[src/hdl/cme_pkg.sv]
`timescale 1ns / 1ps
`default_nettype none
// ----------------------------------------------------------------------------
// cme_pkg
// Shared types, constants and register indexes of the CAN motor emulator.
// ----------------------------------------------------------------------------
package cme_pkg;

    localparam int BUS0_MOTORS = 6;
    localparam int BUS1_MOTORS = 3;
    localparam int NMOT        = BUS0_MOTORS + BUS1_MOTORS;
    localparam int ADDR_W      = $clog2(NMOT);

    localparam logic [10:0] BUS0_FIRST_ID = 11'h201;
    localparam logic [10:0] BUS1_FIRST_ID = 11'h205;
    localparam logic [10:0] FID_LOW       = 11'h200;
    localparam logic [10:0] FID_MID       = 11'h1FF;
    localparam logic [10:0] FID_HIGH      = 11'h2FF;

    // divider operand widths
    localparam int DVD_W = 33;
    localparam int DVS_W = 17;

    localparam int CFG_IDX_W = 3;
    localparam logic [CFG_IDX_W-1:0] REG_MODE    = 3'd0;
    localparam logic [CFG_IDX_W-1:0] REG_HZ      = 3'd1;
    localparam logic [CFG_IDX_W-1:0] REG_MAX_RPM = 3'd2;
    localparam logic [CFG_IDX_W-1:0] REG_MAX_POS = 3'd3;
    localparam logic [CFG_IDX_W-1:0] REG_MIN_POS = 3'd4;

    typedef struct packed {
        logic        kind;
        logic        bus;
        logic [10:0] frame_id;
        logic [3:0]  length;
        logic [63:0] payload;
    } in_item_t;

    typedef struct packed {
        logic               out_bus;
        logic [10:0]        motor_id;
        logic signed [15:0] motor_position;
        logic signed [15:0] motor_rpm;
        logic signed [15:0] motor_acc;
        logic               last;
    } out_item_t;

    typedef struct packed {
        logic               control_mode;
        logic [9:0]         update_hz;
        logic [14:0]        max_rpm;
        logic signed [15:0] max_pos;
        logic signed [15:0] min_pos;
    } cfg_t;

    typedef struct packed {
        logic signed [15:0] pos;
        logic signed [15:0] rpm;
        logic signed [15:0] acc;
    } motor_rec_t;

    typedef struct packed {
        logic              rd;
        logic              wr;
        logic [ADDR_W-1:0] addr;
        motor_rec_t        wdata;
    } mem_req_t;

    typedef struct packed {
        logic             start;
        logic [DVD_W-1:0] dividend;
        logic [DVS_W-1:0] divisor;
    } div_req_t;

    typedef struct packed {
        logic             busy;
        logic             done;
        logic [DVD_W-1:0] quot;
        logic [DVS_W-1:0] rem;
    } div_rsp_t;

endpackage
`default_nettype wire

[src/hdl/cme_div.sv]
`timescale 1ns / 1ps
`default_nettype none
// ----------------------------------------------------------------------------
// cme_div
// Unsigned restoring divider, one quotient bit per cycle.
// ----------------------------------------------------------------------------
module cme_div (
    input  wire logic             aclk,
    input  wire logic             aresetn,
    input  wire cme_pkg::div_req_t req,
    output cme_pkg::div_rsp_t     rsp
);
    localparam int CNT_W = $clog2(cme_pkg::DVD_W + 1);

    logic [cme_pkg::DVS_W-1:0] rem_reg, rem_next;
    logic [cme_pkg::DVD_W-1:0] quo_reg, quo_next;
    logic [cme_pkg::DVS_W-1:0] dvs_reg, dvs_next;
    logic [CNT_W-1:0]          cnt_reg, cnt_next;
    logic                      busy_reg, busy_next;
    logic                      done_reg, done_next;
    logic [cme_pkg::DVS_W:0]   shifted;
    logic [cme_pkg::DVS_W+1:0] diff;

    always_comb begin
        rem_next  = rem_reg;
        quo_next  = quo_reg;
        dvs_next  = dvs_reg;
        cnt_next  = cnt_reg;
        busy_next = busy_reg;
        done_next = 1'b0;
        shifted   = {rem_reg, quo_reg[cme_pkg::DVD_W-1]};
        diff      = {1'b0, shifted} - {2'b00, dvs_reg};
        if (req.start) begin
            rem_next  = '0;
            quo_next  = req.dividend;
            dvs_next  = req.divisor;
            cnt_next  = CNT_W'(cme_pkg::DVD_W);
            busy_next = 1'b1;
        end else if (busy_reg) begin
            if (!diff[cme_pkg::DVS_W+1]) begin
                rem_next = diff[cme_pkg::DVS_W-1:0];
                quo_next = {quo_reg[cme_pkg::DVD_W-2:0], 1'b1};
            end else begin
                rem_next = shifted[cme_pkg::DVS_W-1:0];
                quo_next = {quo_reg[cme_pkg::DVD_W-2:0], 1'b0};
            end
            cnt_next = cnt_reg - 1'b1;
            if (cnt_reg == CNT_W'(1)) begin
                busy_next = 1'b0;
                done_next = 1'b1;
            end
        end
    end

    always_ff @(posedge aclk) begin
        rem_reg <= rem_next;
        quo_reg <= quo_next;
        dvs_reg <= dvs_next;
        cnt_reg <= cnt_next;
        if (!aresetn) begin
            busy_reg <= 1'b0;
            done_reg <= 1'b0;
        end else begin
            busy_reg <= busy_next;
            done_reg <= done_next;
        end
    end

    assign rsp.busy = busy_reg;
    assign rsp.done = done_reg;
    assign rsp.quot = quo_reg;
    assign rsp.rem  = rem_reg;

endmodule
`default_nettype wire

[src/hdl/cme_mem.sv]
`timescale 1ns / 1ps
`default_nettype none
// ----------------------------------------------------------------------------
// cme_mem
// Motor state memory: position, rpm and acceleration per motor, with a
// registered read. Entries not yet written read as zero.
// ----------------------------------------------------------------------------
module cme_mem (
    input  wire logic              aclk,
    input  wire logic              aresetn,
    input  wire cme_pkg::mem_req_t req,
    output cme_pkg::motor_rec_t    rdata
);
    cme_pkg::motor_rec_t         mem [cme_pkg::NMOT];
    logic [cme_pkg::NMOT-1:0]    vld_reg;
    cme_pkg::motor_rec_t         rd_reg;
    logic                        rd_vld_reg;

    always_ff @(posedge aclk) begin
        if (req.wr) begin
            mem[req.addr] <= req.wdata;
        end
        if (req.rd) begin
            rd_reg <= mem[req.addr];
        end
    end

    always_ff @(posedge aclk) begin
        if (!aresetn) begin
            vld_reg    <= '0;
            rd_vld_reg <= 1'b0;
        end else begin
            if (req.wr) begin
                vld_reg[req.addr] <= 1'b1;
            end
            if (req.rd) begin
                rd_vld_reg <= vld_reg[req.addr];
            end
        end
    end

    assign rdata = rd_vld_reg ? rd_reg : '0;

endmodule
`default_nettype wire

[src/hdl/cme_ctrl.sv]
`timescale 1ns / 1ps
`default_nettype none
// ----------------------------------------------------------------------------
// cme_ctrl
// Sequencer: applies control frames to the motor memory and runs the tick
// integration per motor through the shared divider.
// ----------------------------------------------------------------------------
module cme_ctrl (
    input  wire logic                aclk,
    input  wire logic                aresetn,
    input  wire logic                in_valid,
    output logic                     in_ready,
    input  wire cme_pkg::in_item_t   in_item,
    input  wire cme_pkg::cfg_t       cfg,
    input  wire logic                out_free,
    output logic                     out_load,
    output cme_pkg::out_item_t       out_item,
    output cme_pkg::mem_req_t        mem_req,
    input  wire cme_pkg::motor_rec_t mem_rdata,
    output cme_pkg::div_req_t        div_req,
    input  wire cme_pkg::div_rsp_t   div_rsp
);
    localparam logic [3:0] S_IDLE  = 4'd0;
    localparam logic [3:0] S_FRD   = 4'd1;
    localparam logic [3:0] S_FWR   = 4'd2;
    localparam logic [3:0] S_TRD   = 4'd3;
    localparam logic [3:0] S_TLAT  = 4'd4;
    localparam logic [3:0] S_TNUM1 = 4'd5;
    localparam logic [3:0] S_D1S   = 4'd6;
    localparam logic [3:0] S_D1W   = 4'd7;
    localparam logic [3:0] S_TPROD = 4'd8;
    localparam logic [3:0] S_TNUM2 = 4'd9;
    localparam logic [3:0] S_D2S   = 4'd10;
    localparam logic [3:0] S_D2W   = 4'd11;
    localparam logic [3:0] S_WRAP  = 4'd12;
    localparam logic [3:0] S_D3W   = 4'd13;
    localparam logic [3:0] S_TOUT  = 4'd14;

    logic [3:0]                  state_reg, state_next;
    logic [63:0]                 pay_reg, pay_next;
    logic [2:0]                  wcnt_reg, wcnt_next;
    logic signed [4:0]           j_reg, j_next;
    logic                        bus_reg, bus_next;
    logic [cme_pkg::ADDR_W-1:0]  k_reg, k_next;
    cme_pkg::motor_rec_t         rec_reg, rec_next;
    logic signed [27:0]          num1_reg, num1_next;
    logic [16:0]                 den_reg, den_next;
    logic signed [15:0]          nr_reg, nr_next;
    logic signed [33:0]          prod_reg, prod_next;
    logic signed [33:0]          num2_reg, num2_next;
    logic signed [26:0]          q2_reg, q2_next;
    logic                        lo_reg, lo_next;
    logic signed [15:0]          np_reg, np_next;

    logic [9:0]          hz_eff;
    logic signed [4:0]   j_base;
    logic                fid_ok;
    logic [2:0]          words;
    logic                j_ok;
    logic [cme_pkg::ADDR_W-1:0] j_addr;
    logic signed [15:0]  word;
    logic signed [16:0]  rsum;
    logic signed [16:0]  span;
    logic signed [27:0]  q2x;
    logic signed [27:0]  lo_gap;
    logic signed [27:0]  hi_gap;
    logic signed [16:0]  r17;
    logic signed [16:0]  wrapped;
    logic signed [27:0]  q1s;

    function automatic logic signed [15:0] clamp_rpm(input logic signed [27:0] v,
                                                     input logic [14:0] maxr);
        logic signed [27:0] m;
        m = $signed({13'd0, maxr});
        if (v < -m) begin
            clamp_rpm = 16'(-m);
        end else if (v > m) begin
            clamp_rpm = 16'(m);
        end else begin
            clamp_rpm = v[15:0];
        end
    endfunction

    always_comb begin
        hz_eff = (cfg.update_hz == 10'd0) ? 10'd1 : cfg.update_hz;
        fid_ok = 1'b1;
        j_base = 5'sd0;
        unique case (in_item.frame_id)
            cme_pkg::FID_LOW:  j_base = in_item.bus ? -5'sd4 : 5'sd0;
            cme_pkg::FID_MID:  j_base = in_item.bus ? 5'sd0 : 5'sd4;
            cme_pkg::FID_HIGH: j_base = in_item.bus ? 5'sd4 : 5'sd8;
            default:           fid_ok = 1'b0;
        endcase
        words = (in_item.length > 4'd8) ? 3'd4 : in_item.length[3:1];
        j_ok  = (j_reg >= 5'sd0) && (bus_reg ? (j_reg < 5'(cme_pkg::BUS1_MOTORS))
                                             : (j_reg < 5'(cme_pkg::BUS0_MOTORS)));
        j_addr = bus_reg ? cme_pkg::ADDR_W'(j_reg + 5'(cme_pkg::BUS0_MOTORS))
                         : cme_pkg::ADDR_W'(j_reg);
        word    = pay_reg[63:48];
        rsum    = 17'(nr_reg) + 17'(rec_reg.rpm);
        span    = 17'(cfg.max_pos) - 17'(cfg.min_pos);
        q2x     = 28'(q2_reg);
        lo_gap  = 28'(cfg.min_pos) - q2x;
        hi_gap  = q2x - 28'(cfg.max_pos);
        r17     = $signed({1'b0, div_rsp.rem[15:0]});
        if (lo_reg) begin
            wrapped = (r17 == 17'sd0) ? 17'(cfg.min_pos) : 17'(cfg.min_pos) + span - r17;
        end else begin
            wrapped = (r17 == 17'sd0) ? 17'(cfg.max_pos) : 17'(cfg.max_pos) + r17 - span;
        end
        q1s = num1_reg[27] ? -$signed({3'd0, div_rsp.quot[24:0]})
                           : $signed({3'd0, div_rsp.quot[24:0]});
    end

    always_comb begin
        state_next = state_reg;
        pay_next   = pay_reg;
        wcnt_next  = wcnt_reg;
        j_next     = j_reg;
        bus_next   = bus_reg;
        k_next     = k_reg;
        rec_next   = rec_reg;
        num1_next  = num1_reg;
        den_next   = den_reg;
        nr_next    = nr_reg;
        prod_next  = prod_reg;
        num2_next  = num2_reg;
        q2_next    = q2_reg;
        lo_next    = lo_reg;
        np_next    = np_reg;
        in_ready   = 1'b0;
        out_load   = 1'b0;
        mem_req    = '0;
        div_req    = '0;
        out_item   = '0;

        unique case (state_reg)
            S_IDLE: begin
                in_ready = 1'b1;
                if (in_valid) begin
                    if (in_item.kind) begin
                        k_next     = '0;
                        state_next = S_TRD;
                    end else if (fid_ok && (words != 3'd0)) begin
                        pay_next   = in_item.payload;
                        wcnt_next  = words;
                        j_next     = j_base;
                        bus_next   = in_item.bus;
                        state_next = S_FRD;
                    end
                end
            end
            S_FRD: begin
                if (j_ok) begin
                    mem_req.rd   = 1'b1;
                    mem_req.addr = j_addr;
                    state_next   = S_FWR;
                end else begin
                    pay_next  = {pay_reg[47:0], 16'd0};
                    wcnt_next = wcnt_reg - 3'd1;
                    j_next    = j_reg + 5'sd1;
                    if (wcnt_reg == 3'd1) begin
                        state_next = S_IDLE;
                    end
                end
            end
            S_FWR: begin
                mem_req.wr    = 1'b1;
                mem_req.addr  = j_addr;
                mem_req.wdata = mem_rdata;
                if (cfg.control_mode) begin
                    mem_req.wdata.rpm = clamp_rpm(28'(word), cfg.max_rpm);
                end else begin
                    mem_req.wdata.acc = word;
                end
                pay_next  = {pay_reg[47:0], 16'd0};
                wcnt_next = wcnt_reg - 3'd1;
                j_next    = j_reg + 5'sd1;
                state_next = (wcnt_reg == 3'd1) ? S_IDLE : S_FRD;
            end
            S_TRD: begin
                mem_req.rd   = 1'b1;
                mem_req.addr = k_reg;
                state_next   = S_TLAT;
            end
            S_TLAT: begin
                rec_next   = mem_rdata;
                state_next = S_TNUM1;
            end
            S_TNUM1: begin
                num1_next  = 28'(rec_reg.rpm) * 28'($signed({1'b0, hz_eff}))
                             + 28'(rec_reg.acc);
                den_next   = 17'(hz_eff) * 17'd120;
                state_next = S_D1S;
            end
            S_D1S: begin
                div_req.start    = 1'b1;
                div_req.dividend = cme_pkg::DVD_W'(num1_reg[27] ? -num1_reg : num1_reg);
                div_req.divisor  = cme_pkg::DVS_W'(hz_eff);
                state_next       = S_D1W;
            end
            S_D1W: begin
                if (div_rsp.done) begin
                    nr_next    = clamp_rpm(q1s, cfg.max_rpm);
                    state_next = S_TPROD;
                end
            end
            S_TPROD: begin
                prod_next  = 34'(rec_reg.pos) * 34'($signed({1'b0, den_reg}));
                state_next = S_TNUM2;
            end
            S_TNUM2: begin
                num2_next  = prod_reg + (34'(rsum) <<< 13) - 34'(rsum);
                state_next = S_D2S;
            end
            S_D2S: begin
                div_req.start    = 1'b1;
                div_req.dividend = cme_pkg::DVD_W'(num2_reg[33] ? -num2_reg : num2_reg);
                div_req.divisor  = den_reg;
                state_next       = S_D2W;
            end
            S_D2W: begin
                if (div_rsp.done) begin
                    q2_next = num2_reg[33] ? -$signed({1'b0, div_rsp.quot[25:0]})
                                           : $signed({1'b0, div_rsp.quot[25:0]});
                    state_next = S_WRAP;
                end
            end
            S_WRAP: begin
                // wrap range empty: pin to the lower bound
                if (span <= 17'sd0) begin
                    np_next    = cfg.min_pos;
                    state_next = S_TOUT;
                end else if (lo_gap > 28'sd0) begin
                    lo_next          = 1'b1;
                    div_req.start    = 1'b1;
                    div_req.dividend = cme_pkg::DVD_W'(lo_gap);
                    div_req.divisor  = cme_pkg::DVS_W'(span);
                    state_next       = S_D3W;
                end else if (hi_gap > 28'sd0) begin
                    lo_next          = 1'b0;
                    div_req.start    = 1'b1;
                    div_req.dividend = cme_pkg::DVD_W'(hi_gap);
                    div_req.divisor  = cme_pkg::DVS_W'(span);
                    state_next       = S_D3W;
                end else begin
                    np_next    = q2_reg[15:0];
                    state_next = S_TOUT;
                end
            end
            S_D3W: begin
                if (div_rsp.done) begin
                    np_next    = wrapped[15:0];
                    state_next = S_TOUT;
                end
            end
            S_TOUT: begin
                out_item.out_bus        = (k_reg >= cme_pkg::ADDR_W'(cme_pkg::BUS0_MOTORS));
                out_item.motor_id       = out_item.out_bus
                    ? cme_pkg::BUS1_FIRST_ID + 11'(k_reg) - 11'(cme_pkg::BUS0_MOTORS)
                    : cme_pkg::BUS0_FIRST_ID + 11'(k_reg);
                out_item.motor_position = np_reg;
                out_item.motor_rpm      = nr_reg;
                out_item.motor_acc      = rec_reg.acc;
                out_item.last           = (k_reg == cme_pkg::ADDR_W'(cme_pkg::NMOT - 1));
                if (out_free) begin
                    out_load      = 1'b1;
                    mem_req.wr    = 1'b1;
                    mem_req.addr  = k_reg;
                    mem_req.wdata = '{pos: np_reg, rpm: nr_reg, acc: rec_reg.acc};
                    k_next        = k_reg + 1'b1;
                    state_next    = out_item.last ? S_IDLE : S_TRD;
                end
            end
            default: state_next = S_IDLE;
        endcase
    end

    always_ff @(posedge aclk) begin
        pay_reg  <= pay_next;
        wcnt_reg <= wcnt_next;
        j_reg    <= j_next;
        bus_reg  <= bus_next;
        k_reg    <= k_next;
        rec_reg  <= rec_next;
        num1_reg <= num1_next;
        den_reg  <= den_next;
        nr_reg   <= nr_next;
        prod_reg <= prod_next;
        num2_reg <= num2_next;
        q2_reg   <= q2_next;
        lo_reg   <= lo_next;
        np_reg   <= np_next;
        if (!aresetn) begin
            state_reg <= S_IDLE;
        end else begin
            state_reg <= state_next;
        end
    end

`ifndef SYNTHESIS
    a_mem_one_port: assert property (@(posedge aclk) disable iff (!aresetn)
        !(mem_req.rd && mem_req.wr))
        else $error("memory read and write in the same cycle");
    a_mem_addr: assert property (@(posedge aclk) disable iff (!aresetn)
        (mem_req.rd || mem_req.wr) |-> (mem_req.addr < cme_pkg::ADDR_W'(cme_pkg::NMOT)))
        else $error("memory address out of range");
    a_idle_div: assert property (@(posedge aclk) disable iff (!aresetn)
        in_ready |-> !div_rsp.busy)
        else $error("divider busy while idle");
    a_done_wait: assert property (@(posedge aclk) disable iff (!aresetn)
        div_rsp.done |-> (state_reg == S_D1W || state_reg == S_D2W || state_reg == S_D3W))
        else $error("divider result with nobody waiting");
    a_start_free: assert property (@(posedge aclk) disable iff (!aresetn)
        div_req.start |-> !div_rsp.busy)
        else $error("divider restarted while busy");
`endif

endmodule
`default_nettype wire

[src/hdl/can_motor_emulator_top.sv]
`timescale 1ns / 1ps
`default_nettype none
// ----------------------------------------------------------------------------
// can_motor_emulator_top
// Emulates nine CAN motors on two buses: control frames set acceleration or
// rpm, ticks integrate every motor and report one feedback transaction each.
// ----------------------------------------------------------------------------
//  channel  | ports                         | carries
//  s_       | s_valid s_ready s_payload     | control frame or tick
//  m_       | m_valid m_ready m_payload     | motor feedback, last on 9th
//  cfg_     | cfg_valid cfg_ready cfg_index | register write, cfg_data
//
// Control frame: read and write per word of a present motor, other words skipped.
// Tick: per motor, two or three 33-step divisions (three when the position
// wraps) on the one shared divider.
// Reset is synchronous; the motor memory reads as zero until written.
// A stalled m_ holds the sequencer in its output step; s_ready is low
// throughout a frame or tick.
// ----------------------------------------------------------------------------
module can_motor_emulator_top (
    input  wire logic                              aclk,
    input  wire logic                              aresetn,
    input  wire logic                              s_valid,
    output logic                                   s_ready,
    input  wire cme_pkg::in_item_t                 s_payload,
    output logic                                   m_valid,
    input  wire logic                              m_ready,
    output cme_pkg::out_item_t                     m_payload,
    input  wire logic                              cfg_valid,
    output logic                                   cfg_ready,
    input  wire logic [cme_pkg::CFG_IDX_W-1:0]     cfg_index,
    input  wire logic [15:0]                       cfg_data
);
    cme_pkg::cfg_t       cfg_reg;
    logic                m_valid_reg;
    cme_pkg::out_item_t  m_item_reg;
    logic                out_load;
    logic                out_free;
    cme_pkg::out_item_t  out_item;
    cme_pkg::mem_req_t   mem_req;
    cme_pkg::motor_rec_t mem_rdata;
    cme_pkg::div_req_t   div_req;
    cme_pkg::div_rsp_t   div_rsp;

    assign cfg_ready = 1'b1;
    assign out_free  = !m_valid_reg || m_ready;

    always_ff @(posedge aclk) begin
        if (!aresetn) begin
            cfg_reg.control_mode <= 1'b0;
            cfg_reg.update_hz    <= 10'd100;
            cfg_reg.max_rpm      <= 15'd1000;
            cfg_reg.max_pos      <= 16'sd8191;
            cfg_reg.min_pos      <= 16'sd0;
        end else if (cfg_valid) begin
            unique case (cfg_index)
                cme_pkg::REG_MODE:    cfg_reg.control_mode <= cfg_data[0];
                cme_pkg::REG_HZ:      cfg_reg.update_hz    <= cfg_data[9:0];
                cme_pkg::REG_MAX_RPM: cfg_reg.max_rpm      <= cfg_data[14:0];
                cme_pkg::REG_MAX_POS: cfg_reg.max_pos      <= cfg_data;
                cme_pkg::REG_MIN_POS: cfg_reg.min_pos      <= cfg_data;
                default: ;
            endcase
        end
    end

    always_ff @(posedge aclk) begin
        if (out_load) begin
            m_item_reg <= out_item;
        end
        if (!aresetn) begin
            m_valid_reg <= 1'b0;
        end else if (out_load) begin
            m_valid_reg <= 1'b1;
        end else if (m_ready) begin
            m_valid_reg <= 1'b0;
        end
    end

    assign m_valid   = m_valid_reg;
    assign m_payload = m_item_reg;

    cme_ctrl u_ctrl (
        .aclk      (aclk),
        .aresetn   (aresetn),
        .in_valid  (s_valid),
        .in_ready  (s_ready),
        .in_item   (s_payload),
        .cfg       (cfg_reg),
        .out_free  (out_free),
        .out_load  (out_load),
        .out_item  (out_item),
        .mem_req   (mem_req),
        .mem_rdata (mem_rdata),
        .div_req   (div_req),
        .div_rsp   (div_rsp)
    );

    cme_mem u_mem (
        .aclk    (aclk),
        .aresetn (aresetn),
        .req     (mem_req),
        .rdata   (mem_rdata)
    );

    cme_div u_div (
        .aclk    (aclk),
        .aresetn (aresetn),
        .req     (div_req),
        .rsp     (div_rsp)
    );

endmodule
`default_nettype wire

[config.mk]
export PLATFORM = sky130hd
export DESIGN_NAME = can_motor_emulator_top
export DESIGN_NICKNAME = d
export VERILOG_FILES = /design/src/hdl/cme_pkg.sv /design/src/hdl/cme_div.sv /design/src/hdl/cme_mem.sv /design/src/hdl/cme_ctrl.sv /design/src/hdl/can_motor_emulator_top.sv
export SDC_FILE = /design/constraint.sdc
export NUM_CORES = 2
export LEC_CHECK = 0
export BUFFER_PORTS_ARGS = -buffer_cell sky130_fd_sc_hd__clkbuf_2
export CAP_MARGIN = 10
export CORE_ASPECT_RATIO = 1.5
export CORE_MARGIN = 2
export CORE_UTILIZATION = 35
export CTS_BUF_LIST = sky130_fd_sc_hd__clkbuf_4 sky130_fd_sc_hd__clkbuf_8 sky130_fd_sc_hd__clkbuf_16
export DETAILED_ROUTE_END_ITERATION = 6
export GPL_ROUTABILITY_DRIVEN = 0
export SYNTH_ARGS = -nofsm -noshare
export SYNTH_HDL_FRONTEND = slang
export SYNTH_SLANG_ARGS = --single-unit
[constraint.sdc]
create_clock -name aclk -period 14.2 [get_ports aclk]
set_input_delay 0.71 -clock aclk [delete_from_list [all_inputs] [get_ports aclk]]
set_output_delay 0.71 -clock aclk [all_outputs]
set_load 0.01 [all_outputs]
==> results.md <==
* Nets at 7780
* CTS clk-pin slew, worst paths at 70 ps
* Hold Fails Final Rpt at 0
* DP HPWL at 155.5 mm
* Max clock buf depth at 3
* Tot GR Track Use at 0.2030
* Max cap viols at 0
* Final ANT Viol Nets at 0
* DRT iter0 DRCs at 3781
* Placed instance area at 0.07306 sq mm
* CTS tree: built
* Vias in the first global route at 51800
* Primary FF master, synth: edfxtp_1
* Vias per cell at 5.327
* Row count at 200
* Core Region at 0.1974 sq mm
* Cells after synthesis at 6776
* WL/cell at 21.85 um
* Max VDD drop at 0.1047 mV
* Power share of the clock group at 0.254
* Min-delay src: s_payload[4]
* Post-CTS Setup Repair Bufs at 0
* Distinct cells, synth at 87
* Worst EP arrival at 8500 ps
* Area delta synth->final at 9.897%
* Final instance area at 0.07628 sq mm
* Setup crit end kind: register
* Req. time, crit path at 14640 ps
* Die Area at 0.2020 sq mm
* Total grt overflow at 0
* Clk_skew at 54.85 ps
* IO Pins at 169
* DR DRC count at 0
* IO Port Bufs at 165
* First-pass GRT wire length at 313.4 mm
* Hold Path End: u_ctrl.pay_reg[4]
* Pre-Repair DR Iteration Count at 7
* Register area share after synthesis at 0.4094
* Failing checks: max-slew violations
* Asr flop ratio synth at 0
* Startpoint Class: register
* Fmax at 0.1241 GHz
* Largest cells by area after synthesis: edfxtp_1, fa_1, ha_1
* Max_slew headroom at -0.04536
* Clock root buffer: clkbuf_16
* Minimum clock period at 8059 ps
* Yosys top cell by area: edfxtp_1
* Routed wire length at 207.8 mm
* Area fraction of the dominant cell type after synthesis at 0.3812
* Final setup viols at 0
* Die Height at 549.4 um
* Clock sinks at 979
* Antenna violations before repair at 19
* Unrepaired setup endpoints after global routing: false
* P_sw at 3.696 mW
* Final setup TNS at 0 ps
* Max reg flops at 432
* Hold slack final at 263.9 ps
* Initial Util at 0.3515
* Reg-to-reg endpoint: u_ctrl.prod_reg[32]
* Crit Path Class: register to register
* Netlist Area Pre-Place at 0.06941 sq mm
* Sw Ratio at 0.3592
* Min-delay worst type: primary input to register
* EDFF count, synth at 881
* CP max FO at 17
* R2R cell count at 24
* Reg2Reg Setup Slack at 6140 ps
* Power per Cell Area at 134.9 mW/mm^2
* Comb pwr share at 0.387
* Syn avg cell area at 10.24 sq um
* FF+latch count, synth at 979
* Number of CTS-inserted buffers at 91
* Leak at 31.39 nW
* Register share of total power at 0.359
* Final period util at 0.5675
* Via Count at 50660
* Hold-critical path depth at 2
* Internal power at 6.593 mW
* CTS Hold Buffers Added at 0
* Layout cells sized above 1 at 0.08002
* Clk Latency, worst-skew pair at 720 ps
* Final core occ at 0.3863
* Status: finished with violations
* Die Wd at 367.6 um
* Post_cts resized at 0
* Actual slew at the worst max-slew pin at 1568 ps
* Slew Limit Fails at 2
* Total power at 10.29 mW
* Fillers at 19230
* Largest net degree at the start of global routing at 152
* Reg-to-reg critical path startpoint: u_ctrl.den_reg[14]
* Synthesis Warnings at 0
* Htree depth at 3
-- synthesized netlist by cell type (12+ instances only) --
cell,number
and3_1,159
nor3_1,89
or2_2,17
a21o_1,78
clkbuf_1,276
inv_1,788
o21a_1,58
or4_1,26
a22oi_1,18
a22o_1,22
buf_1,28
ha_1,432
a311oi_1,54
nand3b_1,12
o22ai_1,42
nor2b_1,56
nor4_1,18
o31ai_1,34
xnor2_1,226
a31oi_1,83
nand2_1,973
a211o_1,14
or3_1,37
mux2i_1,49
nand4_1,32
mux2_2,63
a311o_1,19
o21bai_1,28
nor2_1,324
a211oi_1,29
fa_1,448
xor2_1,102
o211ai_1,43
a21boi_0,54
dfxtp_1,98
nand3_1,174
o221ai_1,22
nand2b_1,44
o21ai_0,211
o41ai_1,14
and2_1,190
edfxtp_1,881
a21oi_1,262
-- worst max-delay path: stages, from the launching register on --
cell and delay [ps]:
edfxtp_1 730, and2_1 310, fa_1 540, inv_1 50, fa_1 470, inv_1 50
fa_1 530, fa_1 530, fa_1 550, inv_1 60, fa_1 530, inv_1 40
ha_1 350, a21o_1 200, a21o_1 160, a21o_1 200, or4_1 440, o21ba_2 250
o31ai_1 380, a21oi_1 180, a41o_1 290, or4_1 430, a31o_2 260, a21oi_1 170
xnor2_1 90
-- worst max-delay path by stage --
stage / startpoint / endpoint / slack [ps] / cells after the start
2_1_floorplan: u_ctrl.den_reg[11] / u_ctrl.prod_reg[32] / 6850 / 25
3_3_place_gp: u_ctrl.den_reg[14] / u_ctrl.prod_reg[32] / 6160 / 24
3_5_place_dp: u_ctrl.den_reg[14] / u_ctrl.prod_reg[32] / 6190 / 24
4_1_cts: u_ctrl.den_reg[14] / u_ctrl.prod_reg[32] / 6120 / 24
5_1_grt: u_ctrl.den_reg[14] / u_ctrl.prod_reg[32] / 5870 / 24
6_report: u_ctrl.den_reg[14] / u_ctrl.prod_reg[32] / 6140 / 24
-- power by group through the flow --
stage / sequential (mW) / combinational, mW / clock, mW
after floorplan: 3.67 / 2.99 / 0
after global placement: 3.74 / 3.89 / 0
after detailed placement: 3.75 / 3.95 / 0
after CTS: 3.69 / 3.99 / 2.66
after global routing: 3.71 / 4.44 / 2.75
final: 3.69 / 3.98 / 2.62
-- placed cells by master (no fill, tap or decap), types with 190 or more instances in the layout --
master and instances:
o21ai_0 209, and2_1 190, nand2_1 973, ha_1 432
fa_1 448, nor2_1 316, inv_1 787, edfxtp_1 881
xnor2_1 226, a21oi_1 262
-- cell families (layout without fill, tap and decap cells) --
family	count (synthesis)	after routing	synth area share
other	2	16	0.0001082
muxes	122	122	0.02053
and+or+nand+nor	2187	2187	0.1477
DFF	979	979	0.4094
adders and majority gates	880	880	0.2071
xor gates and xnor gates	329	329	0.04171
AOI/OAI and AO/OA	1170	1170	0.1129
buffers and inverters	1107	1201	0.06057
-- area by class of cell --
cell class,instances,area [sq um],area share
Multi-Input combinational cell,4693,36990,0.4850
Sequential cell,979,28420,0.3726
Tap cell,2626,3286,0.04308
Inverter,790,2965,0.03888
Clock buffer,110,2450,0.03212
Timing Repair Buffer,240,1426,0.01870
Clock inverter,61,713.2,0.009350
Antenna cell,11,27.53,0.0003609
-- routing by layer --
metal | global-route usage | wire length, um | up-vias
met5 | 0 | 28 | -
met4 | 0.1449 | 16910 | 4
met3 | 0.02277 | 9362 | 495
met2 | 0.3668 | 106300 | 1453
met1 | 0.2199 | 75190 | 25290
li1 | - | - | 23420
-- per-stage QoR --
step	std cells	setup WS (ps)
floorplan	6779	6852
global placement	9325	6163
detailed placement	9325	6189
CTS	9496	6119
global route	9505	5867
finish	9510	6141
(Power assumes the default switching activity.)
